<file path="src/rtl/chd_pkg.sv">
`timescale 1ns / 1ps

package chd_pkg;

  localparam int LEN_BITS = 24;

  localparam logic [7:0] CH_CR = 8'h0D;
  localparam logic [7:0] CH_LF = 8'h0A;

  // Result item kind, carried on the master tuser.
  typedef enum logic [2:0] {
    ST_FRAME   = 3'd0,
    ST_PAYLOAD = 3'd1,
    ST_CHUNK   = 3'd2,
    ST_LAST    = 3'd3,
    ST_ERROR   = 3'd4,
    ST_IGNORED = 3'd5
  } status_t;

  typedef struct packed {
    status_t              status;
    logic [7:0]           payload_byte;
    logic [LEN_BITS-1:0]  chunk_length;
  } result_t;

  typedef struct packed {
    logic       valid;
    logic [3:0] value;
  } hex_t;

  // Accepts 0-9, a-f and A-F only.
  function automatic hex_t hex_decode(input logic [7:0] c);
    hex_t h;
    h.valid = 1'b0;
    h.value = 4'd0;
    if (c >= 8'h30 && c <= 8'h39) begin
      h.valid = 1'b1;
      h.value = c[3:0];
    end else if ((c >= 8'h61 && c <= 8'h66) || (c >= 8'h41 && c <= 8'h46)) begin
      h.valid = 1'b1;
      h.value = c[3:0] + 4'd9;
    end
    return h;
  endfunction

endpackage

</file>
<file path="src/rtl/chd_parser.sv">
`timescale 1ns / 1ps

module chd_parser #(
  parameter int SIZE_BITS = 24
) (
  input  logic              clk,
  input  logic              rst,
  input  logic              advance,
  input  logic [7:0]        data_byte,
  input  logic              start_of_body,
  output chd_pkg::result_t  result
);
  import chd_pkg::*;

  typedef enum logic [2:0] {
    PH_SIZE    = 3'd0,
    PH_SIZE_LF = 3'd1,
    PH_DATA    = 3'd2,
    PH_DATA_CR = 3'd3,
    PH_DATA_LF = 3'd4,
    PH_DONE    = 3'd5,
    PH_ERROR   = 3'd6
  } phase_t;

  phase_t               phase, phase_next, cur_phase;
  logic [SIZE_BITS-1:0] size_accum, size_accum_next, cur_accum;
  logic                 have_digit, have_digit_next, cur_have;
  logic [SIZE_BITS-1:0] bytes_left, bytes_left_next, cur_left;
  logic                 len_sel;
  hex_t                 hex;
  logic [LEN_BITS+SIZE_BITS-1:0] len_wide;

  assign hex = hex_decode(data_byte);

  always_comb begin
    // A start-of-body item sees freshly cleared state.
    cur_phase = start_of_body ? PH_SIZE : phase;
    cur_accum = start_of_body ? '0 : size_accum;
    cur_have  = start_of_body ? 1'b0 : have_digit;
    cur_left  = start_of_body ? '0 : bytes_left;

    phase_next      = cur_phase;
    size_accum_next = cur_accum;
    have_digit_next = cur_have;
    bytes_left_next = cur_left;
    result.status       = ST_FRAME;
    result.payload_byte = 8'd0;
    len_sel             = 1'b0;

    unique case (cur_phase)
      PH_SIZE: begin
        if (hex.valid) begin
          // Shifting in a digit overflows exactly when the top nibble is set.
          if (|cur_accum[SIZE_BITS-1 -: 4]) begin
            phase_next    = PH_ERROR;
            result.status = ST_ERROR;
          end else begin
            size_accum_next = {cur_accum[SIZE_BITS-5:0], hex.value};
            have_digit_next = 1'b1;
          end
        end else if (data_byte == CH_CR && cur_have) begin
          phase_next = PH_SIZE_LF;
        end else begin
          phase_next    = PH_ERROR;
          result.status = ST_ERROR;
        end
      end
      PH_SIZE_LF: begin
        if (data_byte == CH_LF) begin
          bytes_left_next = cur_accum;
          phase_next      = (cur_accum == '0) ? PH_DATA_CR : PH_DATA;
        end else begin
          phase_next    = PH_ERROR;
          result.status = ST_ERROR;
        end
      end
      PH_DATA: begin
        result.status       = ST_PAYLOAD;
        result.payload_byte = data_byte;
        if (cur_left != '0) begin
          bytes_left_next = cur_left - 1'b1;
        end
        if (cur_left <= SIZE_BITS'(1)) begin
          phase_next = PH_DATA_CR;
        end
      end
      PH_DATA_CR: begin
        if (data_byte == CH_CR) begin
          phase_next = PH_DATA_LF;
        end else begin
          phase_next    = PH_ERROR;
          result.status = ST_ERROR;
        end
      end
      PH_DATA_LF: begin
        if (data_byte == CH_LF) begin
          len_sel = 1'b1;
          if (cur_accum == '0) begin
            result.status = ST_LAST;
            phase_next    = PH_DONE;
          end else begin
            result.status   = ST_CHUNK;
            phase_next      = PH_SIZE;
            size_accum_next = '0;
            have_digit_next = 1'b0;
            bytes_left_next = '0;
          end
        end else begin
          phase_next    = PH_ERROR;
          result.status = ST_ERROR;
        end
      end
      PH_DONE: begin
        result.status = ST_IGNORED;
      end
      default: begin
        phase_next    = PH_ERROR;
        result.status = ST_ERROR;
      end
    endcase

    len_wide            = {{LEN_BITS{1'b0}}, cur_accum};
    result.chunk_length = len_sel ? len_wide[LEN_BITS-1:0] : '0;
  end

  always_ff @(posedge clk) begin
    if (rst) begin
      phase      <= PH_SIZE;
      size_accum <= '0;
      have_digit <= 1'b0;
      bytes_left <= '0;
    end else if (advance) begin
      phase      <= phase_next;
      size_accum <= size_accum_next;
      have_digit <= have_digit_next;
      bytes_left <= bytes_left_next;
    end
  end

endmodule

</file>
<file path="src/rtl/chd_result_reg.sv">
`timescale 1ns / 1ps

module chd_result_reg (
  input  logic              clk,
  input  logic              rst,
  input  logic              load,
  input  chd_pkg::result_t  result_in,
  input  logic              ready,
  output logic              valid,
  output chd_pkg::result_t  result_out
);
  import chd_pkg::*;

  // Loading and draining in the same cycle keeps valid high.
  always_ff @(posedge clk) begin
    if (rst) begin
      valid <= 1'b0;
    end else if (load) begin
      valid <= 1'b1;
    end else if (ready) begin
      valid <= 1'b0;
    end
  end

  always_ff @(posedge clk) begin
    if (load) begin
      result_out <= result_in;
    end
  end

endmodule

</file>
<file path="src/rtl/http_chunked_body_decoder.sv">
`timescale 1ns / 1ps
// HTTP chunked body decoder, one raw body byte per item.
// Slave channel: s_tdata carries the raw byte, s_tuser[0] marks the first
// byte of a new body and clears all parse state before that byte is handled.
// Master channel: exactly one result item per input item. m_tuser gives the
// status (framing, payload, chunk done, last chunk done, error, ignored),
// m_tdata holds the payload byte and the length of a completed chunk.
// Path: each input item goes into one input register, then through the parse
// logic into the result register, which presents the result item.
// Throughput: one item per cycle while the receiver is ready; the parse state
// is a single small update per byte, held in the state register's own loop.
// Reset clears the parse state to "awaiting size digits" and empties both
// registers. When the receiver stalls, the result register holds its item,
// the input register holds the next one, and s_tready drops only when both
// are full; nothing is lost or repeated.
module http_chunked_body_decoder #(
  parameter int SIZE_BITS = 24
) (
  input  logic        clk,
  input  logic        rst,
  input  logic        s_tvalid,
  output logic        s_tready,
  input  logic [7:0]  s_tdata,   // [7:0] data_byte
  input  logic [0:0]  s_tuser,   // [0] start_of_body
  output logic        m_tvalid,
  input  logic        m_tready,
  output logic [31:0] m_tdata,   // [7:0] payload_byte, [31:8] chunk_length
  output logic [2:0]  m_tuser    // [2:0] status
);
  import chd_pkg::*;

  logic       in_valid;
  logic [7:0] in_byte;
  logic       in_sob;
  logic       advance;
  result_t    step_result;
  result_t    out_result;

  // The item in the input register moves on whenever the result register
  // is empty or is being drained in this cycle.
  assign advance  = in_valid && (!m_tvalid || m_tready);
  assign s_tready = !in_valid || advance;

  always_ff @(posedge clk) begin
    if (rst) begin
      in_valid <= 1'b0;
    end else if (s_tvalid && s_tready) begin
      in_valid <= 1'b1;
    end else if (advance) begin
      in_valid <= 1'b0;
    end
  end

  always_ff @(posedge clk) begin
    if (s_tvalid && s_tready) begin
      in_byte <= s_tdata;
      in_sob  <= s_tuser[0];
    end
  end

  chd_parser #(
    .SIZE_BITS (SIZE_BITS)
  ) u_parser (
    .clk           (clk),
    .rst           (rst),
    .advance       (advance),
    .data_byte     (in_byte),
    .start_of_body (in_sob),
    .result        (step_result)
  );

  chd_result_reg u_result (
    .clk        (clk),
    .rst        (rst),
    .load       (advance),
    .result_in  (step_result),
    .ready      (m_tready),
    .valid      (m_tvalid),
    .result_out (out_result)
  );

  assign m_tdata = {out_result.chunk_length, out_result.payload_byte};
  assign m_tuser = out_result.status;

endmodule

</file>
<file path="config.mk">
export PLATFORM = sky130hd
export DESIGN_NAME = http_chunked_body_decoder
export DESIGN_NICKNAME = d
export VERILOG_FILES = /design/src/rtl/chd_pkg.sv /design/src/rtl/chd_parser.sv /design/src/rtl/chd_result_reg.sv /design/src/rtl/http_chunked_body_decoder.sv
export SDC_FILE = /design/constraint.sdc
export NUM_CORES = 1
export LEC_CHECK = 0
export ABC_CLOCK_PERIOD_IN_PS = 3020
export BUFFER_PORTS_ARGS = -buffer_cell sky130_fd_sc_hd__buf_2
export CAP_MARGIN = 30
export CORE_MARGIN = 10
export CORE_UTILIZATION = 60
export DETAILED_ROUTE_END_ITERATION = 6
export HOLD_SLACK_MARGIN = 0.15
export PLACE_DENSITY = 0.8
export SYNTH_ARGS = -nofsm -noshare
export SYNTH_HDL_FRONTEND = slang
export SYNTH_SLANG_ARGS = --single-unit
</file>
<file path="constraint.sdc">
create_clock -name clk -period 3.02 [get_ports clk]
set_input_delay 0.302 -clock clk [delete_from_list [all_inputs] [get_ports clk]]
set_output_delay 0.302 -clock clk [all_outputs]
set_load 0.03 [all_outputs]
</file>
---- Yosys cells after proc, flatten, opt, wreduce, memory -nomap -nowiden ----
Cells that the tools add are included.
storage, ports and cells
  bits in writable memories ............... 0
  ROM bits ................................ 0
  word-level logic and storage cells ...... 88
  memories ................................ 0
  bits in latches ......................... 0
  bits in registers ....................... 98
cells by class
  equal/unequal tests ..................... 7
  $add $sub $neg .......................... 2
  bitwise logic cells ..................... 0
  $lt $le $gt $ge ......................... 7
  reduce and logical (&&, ||, !) cells .... 17
  multiplexer cells ....................... 44
  shifts and indexed selects .............. 0
  $mul .................................... 0
  div/mod/pow operators ................... 0
operators by type and width
  cell                                                                                  count
  24-bit 2-to-1 mux                                                                     10
  24-bit case mux with 3 select lines                                                   1
  24-bit case mux with 2 select lines                                                   1
  3-bit 2-to-1 mux                                                                      14
  3-bit case mux with 6 select lines                                                    2
  24-bit by 1-bit less-or-equal comparator with 1-bit output (second input constant)    1
  24-bit logical NOT                                                                    1
  24-bit nonzero test                                                                   1
  24-bit by 1-bit subtractor with 24-bit output (second input constant)                 1
  8-bit by 4-bit == test with 1-bit output (second input constant)                      2
  8-bit by 7-bit greater-or-equal comparator with 1-bit output (second input constant)  2
  8-bit by 7-bit less-or-equal comparator with 1-bit output (second input constant)     2
  1-bit 2-to-1 mux                                                                      12
  5-bit 2-to-1 mux                                                                      2
  8-bit by 6-bit greater-or-equal comparator with 1-bit output (second input constant)  1
  8-bit by 6-bit less-or-equal comparator with 1-bit output (second input constant)     1
  3-bit by 2-bit == test with 1-bit output (second input constant)                      2
  3-bit == test (second input constant)                                                 2
  1-bit logical AND                                                                     6
  4-bit adder (second input constant)                                                   1
  2-bit nonzero test                                                                    2
  4-bit OR reduction                                                                    1
  3-bit by 1-bit == test with 1-bit output (second input constant)                      1
  3-bit logical NOT                                                                     1
  other kinds (4)                                                                       7

---- Logic depth before layout (Yosys ltp) ----
Gate-level depths: netlist of the first run.
  depth after elaboration ................. 8
  gate-level depth with buffers ........... 10
  gate-level depth less buffers ........... 8

---- Hierarchy ----
From an unflattened synthesis of the first run, not the netlist that was laid out.
unflattened totals
  cell total of the unflattened synthesis .. 562
  area, all modules ....................... 5,268.8 um2
by module, submodules not included
  module                     times used  sequential area each (um2)  cells an instance  area an instance (um2)
  chd_parser                 1           1,041.0                     507                3,836.2
  chd_result_reg             1           1,071.0                     39                 1,089.8
  http_chunked_body_decoder  1           290.3                       16                 342.8

---- Least setup slack after synthesis of the first run ----
Ideal clock, no wire load.
  path type ............................... flip-flop to flip-flop
  from .................................... reg u_result.valid
  to ...................................... reg u_parser.size_accum[0]
  library setup time ...................... 0.075 ns
  data arrival time ....................... 2.641 ns
  setup slack ............................. 0.304 ns
  clock period less this slack ............ 2.716 ns
  data required time ...................... 2.945 ns
  cell stages (with the launch flop) ...... 8
  path through ............................ dfxtp_1 -> nor2b_1 -> nand2b_1 -> inv_2 -> clkbuf_1 -> clkbuf_1 -> nand3_1 -> a31oi_1
between the ends
  longest elaborated chain between the ends .. 3
ends and longest elaborated chain
  item                      line                             source
  start: declaration        chd_result_reg.sv:9              output logic valid,
  start signal: assignment  chd_result_reg.sv:17             valid <= 1'b0;
  start signal: assignment  chd_result_reg.sv:19             valid <= 1'b1;
  start signal: assignment  chd_result_reg.sv:21             valid <= 1'b0;
  1-bit logical NOT         http_chunked_body_decoder.sv:41  assign advance = in_valid && (!m_tvalid || m_tready);
  1-bit logical OR          http_chunked_body_decoder.sv:41
  1-bit logical AND         http_chunked_body_decoder.sv:41
  net advance               http_chunked_body_decoder.sv:35  logic advance;
  end signal: assignment    chd_parser.sv:134                size_accum <= size_accum_next;
  end: declaration          chd_parser.sv:26                 logic [SIZE_BITS-1:0] size_accum, size_accum_next, cur_accum;
The timed path passes the listed nets, and every way through them passes these cells.
A chain may end at the register's enable or synchronous reset.

---- Final worst setup path of the first run ----
  from .................................... reg in_byte[0]
  to ...................................... reg u_parser.size_accum[22]
between the ends
  longest elaborated chain between the ends .. 7
  elaborated cells between the ends (all ways) .. 16
  classes of those cells .................. order compare: 6; eq/ne: 1; mux: 5; reduce/logical: 4
ends and longest elaborated chain
  item                                                                                                                                              line                             source
  start: declaration                                                                                                                                http_chunked_body_decoder.sv:33  logic [7:0] in_byte;
  start signal: assignment                                                                                                                          http_chunked_body_decoder.sv:56  in_byte <= s_tdata;
  8-bit by 7-bit greater-or-equal comparator with 1-bit output / 8-bit by 7-bit less-or-equal comparator with 1-bit output (equally long branches)  chd_pkg.sv:39                    end else if ((c >= 8'h61 && c <= 8'h66) || (c >= 8'h41 && c <= 8'h46)) begin
  1-bit logical AND                                                                                                                                 chd_pkg.sv:39
  1-bit logical OR                                                                                                                                  chd_pkg.sv:39
  5-bit 2-to-1 mux                                                                                                                                  chd_pkg.sv:39
  5-bit 2-to-1 mux                                                                                                                                  chd_pkg.sv:36                    if (c >= 8'h30 && c <= 8'h39) begin
  24-bit 2-to-1 mux                                                                                                                                 chd_parser.sv:52                 if (hex.valid) begin
  24-bit case mux with 2 select lines (*)                                                                                                           chd_parser.sv:50                 unique case (cur_phase)
Mark *: on every way between the ends. The rest lies on a longest branch, timed or not.

==> reports/results.txt, run 1 <==
commonest cells after routing, fill and taps aside: nor2_1, dfxtp_1, buf_2
layout cells sized above 1: 16.8%
Critical Path Start: in_byte[0]$_DFFE_PP_
Worst R2R Setup Slack: 0.42 ns
Core Util, Final: 69.2%
finished layout cell area: 0.00606 mm2
FF-to-FF End: u_parser.size_accum[22]$_SDFFE_PP0P_
min-delay src: s_tvalid
RSZ-0062 raised after global routing: no
buffer count from post-CTS setup fixing: 0
initial antenna violation count: 0
Final setup viols: 0
Hold Crit Class: in2reg
number of flops mapped to enable cells by yosys: 44
die area: 0.0133 mm2
Top Ports: 50
Total Wirelength: 16.5 mm
areal power density over the cells: 446 mW/mm2
post-synthesis register bit count: 98
DRT Pass-1 Iters: 5
Peak VDD IR: 295 uV
row cnt: 34
reg2reg start: in_byte[0]$_DFFE_PP_
Synth Flop Type: dfxtp_1
clock sink total: 98
drt wl/cell: 22.1 um
area of the multi-input gates: 0.00282 mm2
Final ANT Viol Nets: 0
outcome: finished, final reports clean
vias in the first global route: 4767
filler cell count in the final layout: 691
Pins Over Slew Limit: 0
width of the chip: 115 um
CP max FO: 10
CTS buffer count: 9
initial DRC count: 637
LEAKAGE: 2.24 nW
setup_tns: 0 ns
Die Y-Extent: 115 um
Worst-path clk slew: 0.10 ns
Critical Path Sink Type: flip-flop
area grow syn2layout: 11.4%
first-pass GRT wire length: 25.9 mm
Critical Path Start Type: flip-flop
Hold Fails Final Rpt: 0
RePlAce Congestion: 0.943
CP arrival: 2.86 ns
Synth area leaders: edfxtp_1, dfxtp_1, nor2_1, a21oi_1, nand2_1
Tcrit/Tclk final: 86.1%
starting density of the core: 62.1%
Syn Nets: 604
Setup Skew: 0.0164 ns
leading area contributor after synthesis: edfxtp_1
number of synthesis warnings: 0
vias per inst: 6.88
number of nets in the layout: 651
Mapped Area: 0.00545 mm2
CORE AREA: 0.00876 mm2
CTS Hold Bufs: 9
DP Area: 0.00579 mm2
Synth Instances: 586
Critical Path Sink: u_parser.size_accum[22]$_SDFFE_PP0P_
worst skew pair latency: 0.37 ns
share of the synthesized area in the top cell type: 24.3%
share of the yosys chip area belonging to registers: 44.1%
Longest Clk Path Bufs: 2
Reg area: 0.00240 mm2
htree depth: 3
fraction of registers with async set/reset: 0%
total global-route track usage: 24.4%
Tmin final: 2.60 ns
antenna diode count: 0
count of buffers from port buffering: 49
maxcap violations: 0
Avg Inst Size Synth: 9.29 um2
# resized after CTS: 0
Worst-Margin Slew: 0.793 ns
largest net degree at the start of global routing: 64
vias after detailed routing: 5129
Yosys cell types: 82
PnR Total Power: 2.70 mW
HPWL Detailed: 11.6 mm
DRC violations left: 0
most common library cell in the layout ignoring fill and taps: nor2_1
Worst Setup Path Type: reg2reg
grt ovf: 0
CTS tree: built
Slew headroom: 46.9%
FMAX: 0.384 GHz
worst r2r path cells: 7
clock tree root buffer cell: clkbuf_8
WHS: 0.163 ns
CP Data Required Time: 3.28 ns
## stage by stage
step,instances,setup WS (ns)
2_1_floorplan,586,0.304
3_3_place_gp,721,0.581
3_5_place_dp,721,0.489
4_1_cts,746,0.467
5_1_grt,746,0.258
6_report,746,0.419
## final cells by class
cell class                 instances  area share [%]
clock buffer                      10            2.10
clock inverter                     6           0.949
inverter                          11           0.681
multi-input combinational        437            46.5
sequential                        98            39.6
tap                              108            2.23
timing repair buffer              76            7.96
## cells in the mapped netlist, drive strengths merged (6+ instances only)
library cell and number:
a21oi 36, a31oi 13, a32o 12, a32oi 7, and2 8, and3 20
buf 19, clkbuf 21, dfxtp 54, edfxtp 44, inv 11, nand2 39
nand2b 10, nand3 14, nand4 6, nor2 58, nor2b 20, nor3 22
nor4 13, o211ai 6, o21a 7, o21ai 30, o31ai 6, or3 14
or4 8
## kinds of logic (layout without fill, tap and decap cells)
| logic type | after synthesis | in the layout | share of synthesized area [%] |
|---|---|---|---|
| AO/OA/AOI/OAI | 170 | 170 | 22.6 |
| XOR/XNOR | 6 | 6 | 0.965 |
| adder cells (fa/ha/maj) | 5 | 5 | 1.15 |
| buffers and inverters | 51 | 103 | 4.14 |
| flip-flops | 98 | 98 | 44.1 |
| multiplexers | 2 | 2 | 0.368 |
| AND/OR/NAND/NOR | 254 | 254 | 26.7 |
## metal layers
metal | GRT usage (%) | vias to the layer above | wire length, um
li1 | - | 2336 | -
met1 | 33.2 | 2425 | 6840
met2 | 38.4 | 342 | 7540
met3 | 5.00 | 26 | 1760
met4 | 7.10 | 0 | 338
met5 | 0 | - | 0
## flip-flops by register name (all words and copies together) (netlist names)
name / flops
u_result.valid: 1
in_valid: 1
u_parser.size_accum: 24
u_result.result_out: 35
u_parser.phase: 3
u_parser.bytes_left: 24
in_sob: 1
in_byte: 8
u_parser.have_digit: 1
## how the worst min path moves through the flow
stage	endpoint	slack [ns]	cells after the start
final	in_valid$_SDFFE_PP0P_	0.16	3
after global routing	in_valid$_SDFFE_PP0P_	0.21	3
after CTS	in_valid$_SDFFE_PP0P_	0.16	3
after detailed placement	u_parser.have_digit$_SDFFE_PP0P_	0.46	2
after global placement	u_parser.have_digit$_SDFFE_PP0P_	0.46	2
after floorplan	in_byte[0]$_DFFE_PP_	0.40	0
## critical path, stage by stage, from the launching register on
cell      delay (ns)
edfxtp_1        0.49
inv_1           0.14
ha_1            0.20
nor2b_1         0.22
nand3_1         0.26
o21a_1          0.37
or3_1           0.49
a32o_1          0.31
## where the power goes
part / total (mW) / leakage [nW] / internal (mW) / switching (mW)
registers: 1.46 / 0.858 / 1.42 / 0.0357
clock network: 0.820 / 0.0949 / 0.320 / 0.500
logic: 0.426 / 1.29 / 0.134 / 0.292
total: 2.70 / 2.24 / 1.87 / 0.828
Power figures use the tool's default switching activity.
==> run 2, diff against run 1 <==
==> constraint.sdc (replaced) <==
create_clock -name clk -period 3.02 [get_ports clk]
set_input_delay 0.604 -clock clk [delete_from_list [all_inputs] [get_ports clk]]
set_output_delay 0.604 -clock clk [all_outputs]
set_load 0.03 [all_outputs]
==> reports/results.txt, run 2 (synthesis gave the netlist of run 1 again) <==
Top Ports: 50
final instance count without filler cells: 739
Hold Fails Final Rpt: 0
# resized after CTS: 0
WHS: 0.392 ns
Place WS: 0.457 ns
DRT Pass-1 Iters: 6
initial DRC count: 673
filler cell count in the final layout: 716
CP max FO: 17
starting density of the core: 62.1%
row cnt: 34
clock sink total: 98
Worst-path clk slew: 0.11 ns
layout cells sized above 1: 17.4%
Worst Setup Path Type: reg2reg
CORE AREA: 0.00876 mm2
Sequential Power Share: 54.0%
clock tree root buffer cell: clkbuf_8
Total Wirelength: 15.9 mm
clock network power share: 30.6%
Critical Path Sink Type: flip-flop
CTS tree: built
Comb power frac: 15.3%
LEAKAGE: 2.22 nW
WP buf/inv: 2
Core Util, Final: 68.3%
total global-route track usage: 24.0%
htree depth: 3
initial antenna violation count: 0
Critical Path Start Type: flip-flop
Reg area: 0.00240 mm2
sw power: 0.829 mW
grt ovf: 0
area of the multi-input gates: 0.00282 mm2
drt wl/cell: 21.5 um
CP Data Required Time: 3.36 ns
FMAX: 0.380 GHz
antenna diode count: 0
area grow syn2layout: 9.97%
CTS buffer count: 9
count of buffers from port buffering: 49
Worst path top cell family by delay: simple AND/OR/NAND/NOR gates
GR Util met3: 6.25%
vias after detailed routing: 5092
GRT busiest layer: met2
CTS Hold Bufs: 0
Die Y-Extent: 115 um
worst skew pair latency: 0.38 ns
Setup Skew: 0.0132 ns
vias in the first global route: 4709
DP Cell Count: 723
buffer count from post-CTS setup fixing: 0
max FFs per register: 35
GR Util met2: 35.9%
number of nets in the layout: 644
die area: 0.0133 mm2
setup_tns: 0 ns
Longest Clk Path Bufs: 2
commonest cells after routing, fill and taps aside: nor2_1, dfxtp_1, buf_2
Worst-Margin Slew: 0.880 ns
RSZ-0062 raised after global routing: no
RePlAce Congestion: 0.972
Final ANT Viol Nets: 0
Slew headroom: 41.1%
outcome: finished, final reports clean
CP arrival: 2.97 ns
areal power density over the cells: 450 mW/mm2
final setup margin: 0.388 ns
maxcap violations: 0
DRC violations left: 0
met1 GRT Util: 33.1%
Tmin final: 2.63 ns
Tcrit/Tclk final: 87.2%
max incr delay on CP: 0.64 ns
vias per inst: 6.89
width of the chip: 115 um
Reg with most FFs: u_result.result_out
Peak VDD IR: 248 uV
switching part of the total: 30.8%
Final setup viols: 0
most common library cell in the layout ignoring fill and taps: nor2_1
crit-path cells: inv_1, ha_1, nor4b_1, and4_1, buf_4, nand3_1, a31oi_1, a31o_2
Hold Crit Class: in2reg
first-pass GRT wire length: 25.7 mm
Pins Over Slew Limit: 0
Top Registers: u_result.result_out: 35 flops, u_parser.bytes_left: 24 flops, u_parser.size_accum: 24 flops
HPWL Detailed: 11.4 mm
Pint: 1.87 mW
CP max-delay cell: and4_1
largest net degree at the start of global routing: 59
==> run 2: power by group through the flow <==
stage	Combinational (mW)	Sequential, mW	Clock (mW)
final	0.413	1.46	0.825
after global routing	0.447	1.46	0.876
after CTS	0.405	1.46	0.827
after detailed placement	0.405	1.49	0
after global placement	0.398	1.48	0
after floorplan	0.256	1.51	0
==> run 2: layout make-up <==
cell class	count	share of cell area, %
Tap cell	108	2.26
Timing Repair Buffer	69	6.81
Sequential cell	98	40.1
Inverter	11	0.690
Clock inverter	7	1.00
Multi-Input combinational cell	437	47.1
Clock buffer	9	2.07
==> run 2: path summary, 6_finish.rpt <==
check | startpoint | endpoint | slack, ns | cells past startpoint
worst max-delay path | in_byte[0]$_DFFE_PP_ | u_parser.bytes_left[8]$_SDFFE_PP0P_ | 0.39 | 8
worst min-delay path | s_tuser | in_sob$_DFFE_PP_ | 0.39 | 1
worst max register to register | in_byte[0]$_DFFE_PP_ | u_parser.bytes_left[8]$_SDFFE_PP0P_ | 0.39 | 8
worst min register to register | u_parser.have_digit$_SDFFE_PP0P_ | u_parser.have_digit$_SDFFE_PP0P_ | 0.48 | 2
==> run 2: through the flow <==
| stage | area [um2] | total power, mW |
|---|---|---|
| 4_1_cts | 5990 | 2.69 |
| 6_report | 5990 | 2.69 |
| 2_1_floorplan | 5450 | 1.77 |
| 3_3_place_gp | 5800 | 1.88 |
| 5_1_grt | 5990 | 2.79 |
| 3_5_place_dp | 5800 | 1.89 |
==> run 2: routing by layer <==
metal / vias up / part of all wire, %
li1: 2333 / -
met1: 2403 / 41
met2: 316 / 44
met3: 40 / 12
met4: 0 / 2.4
met5: - / 0
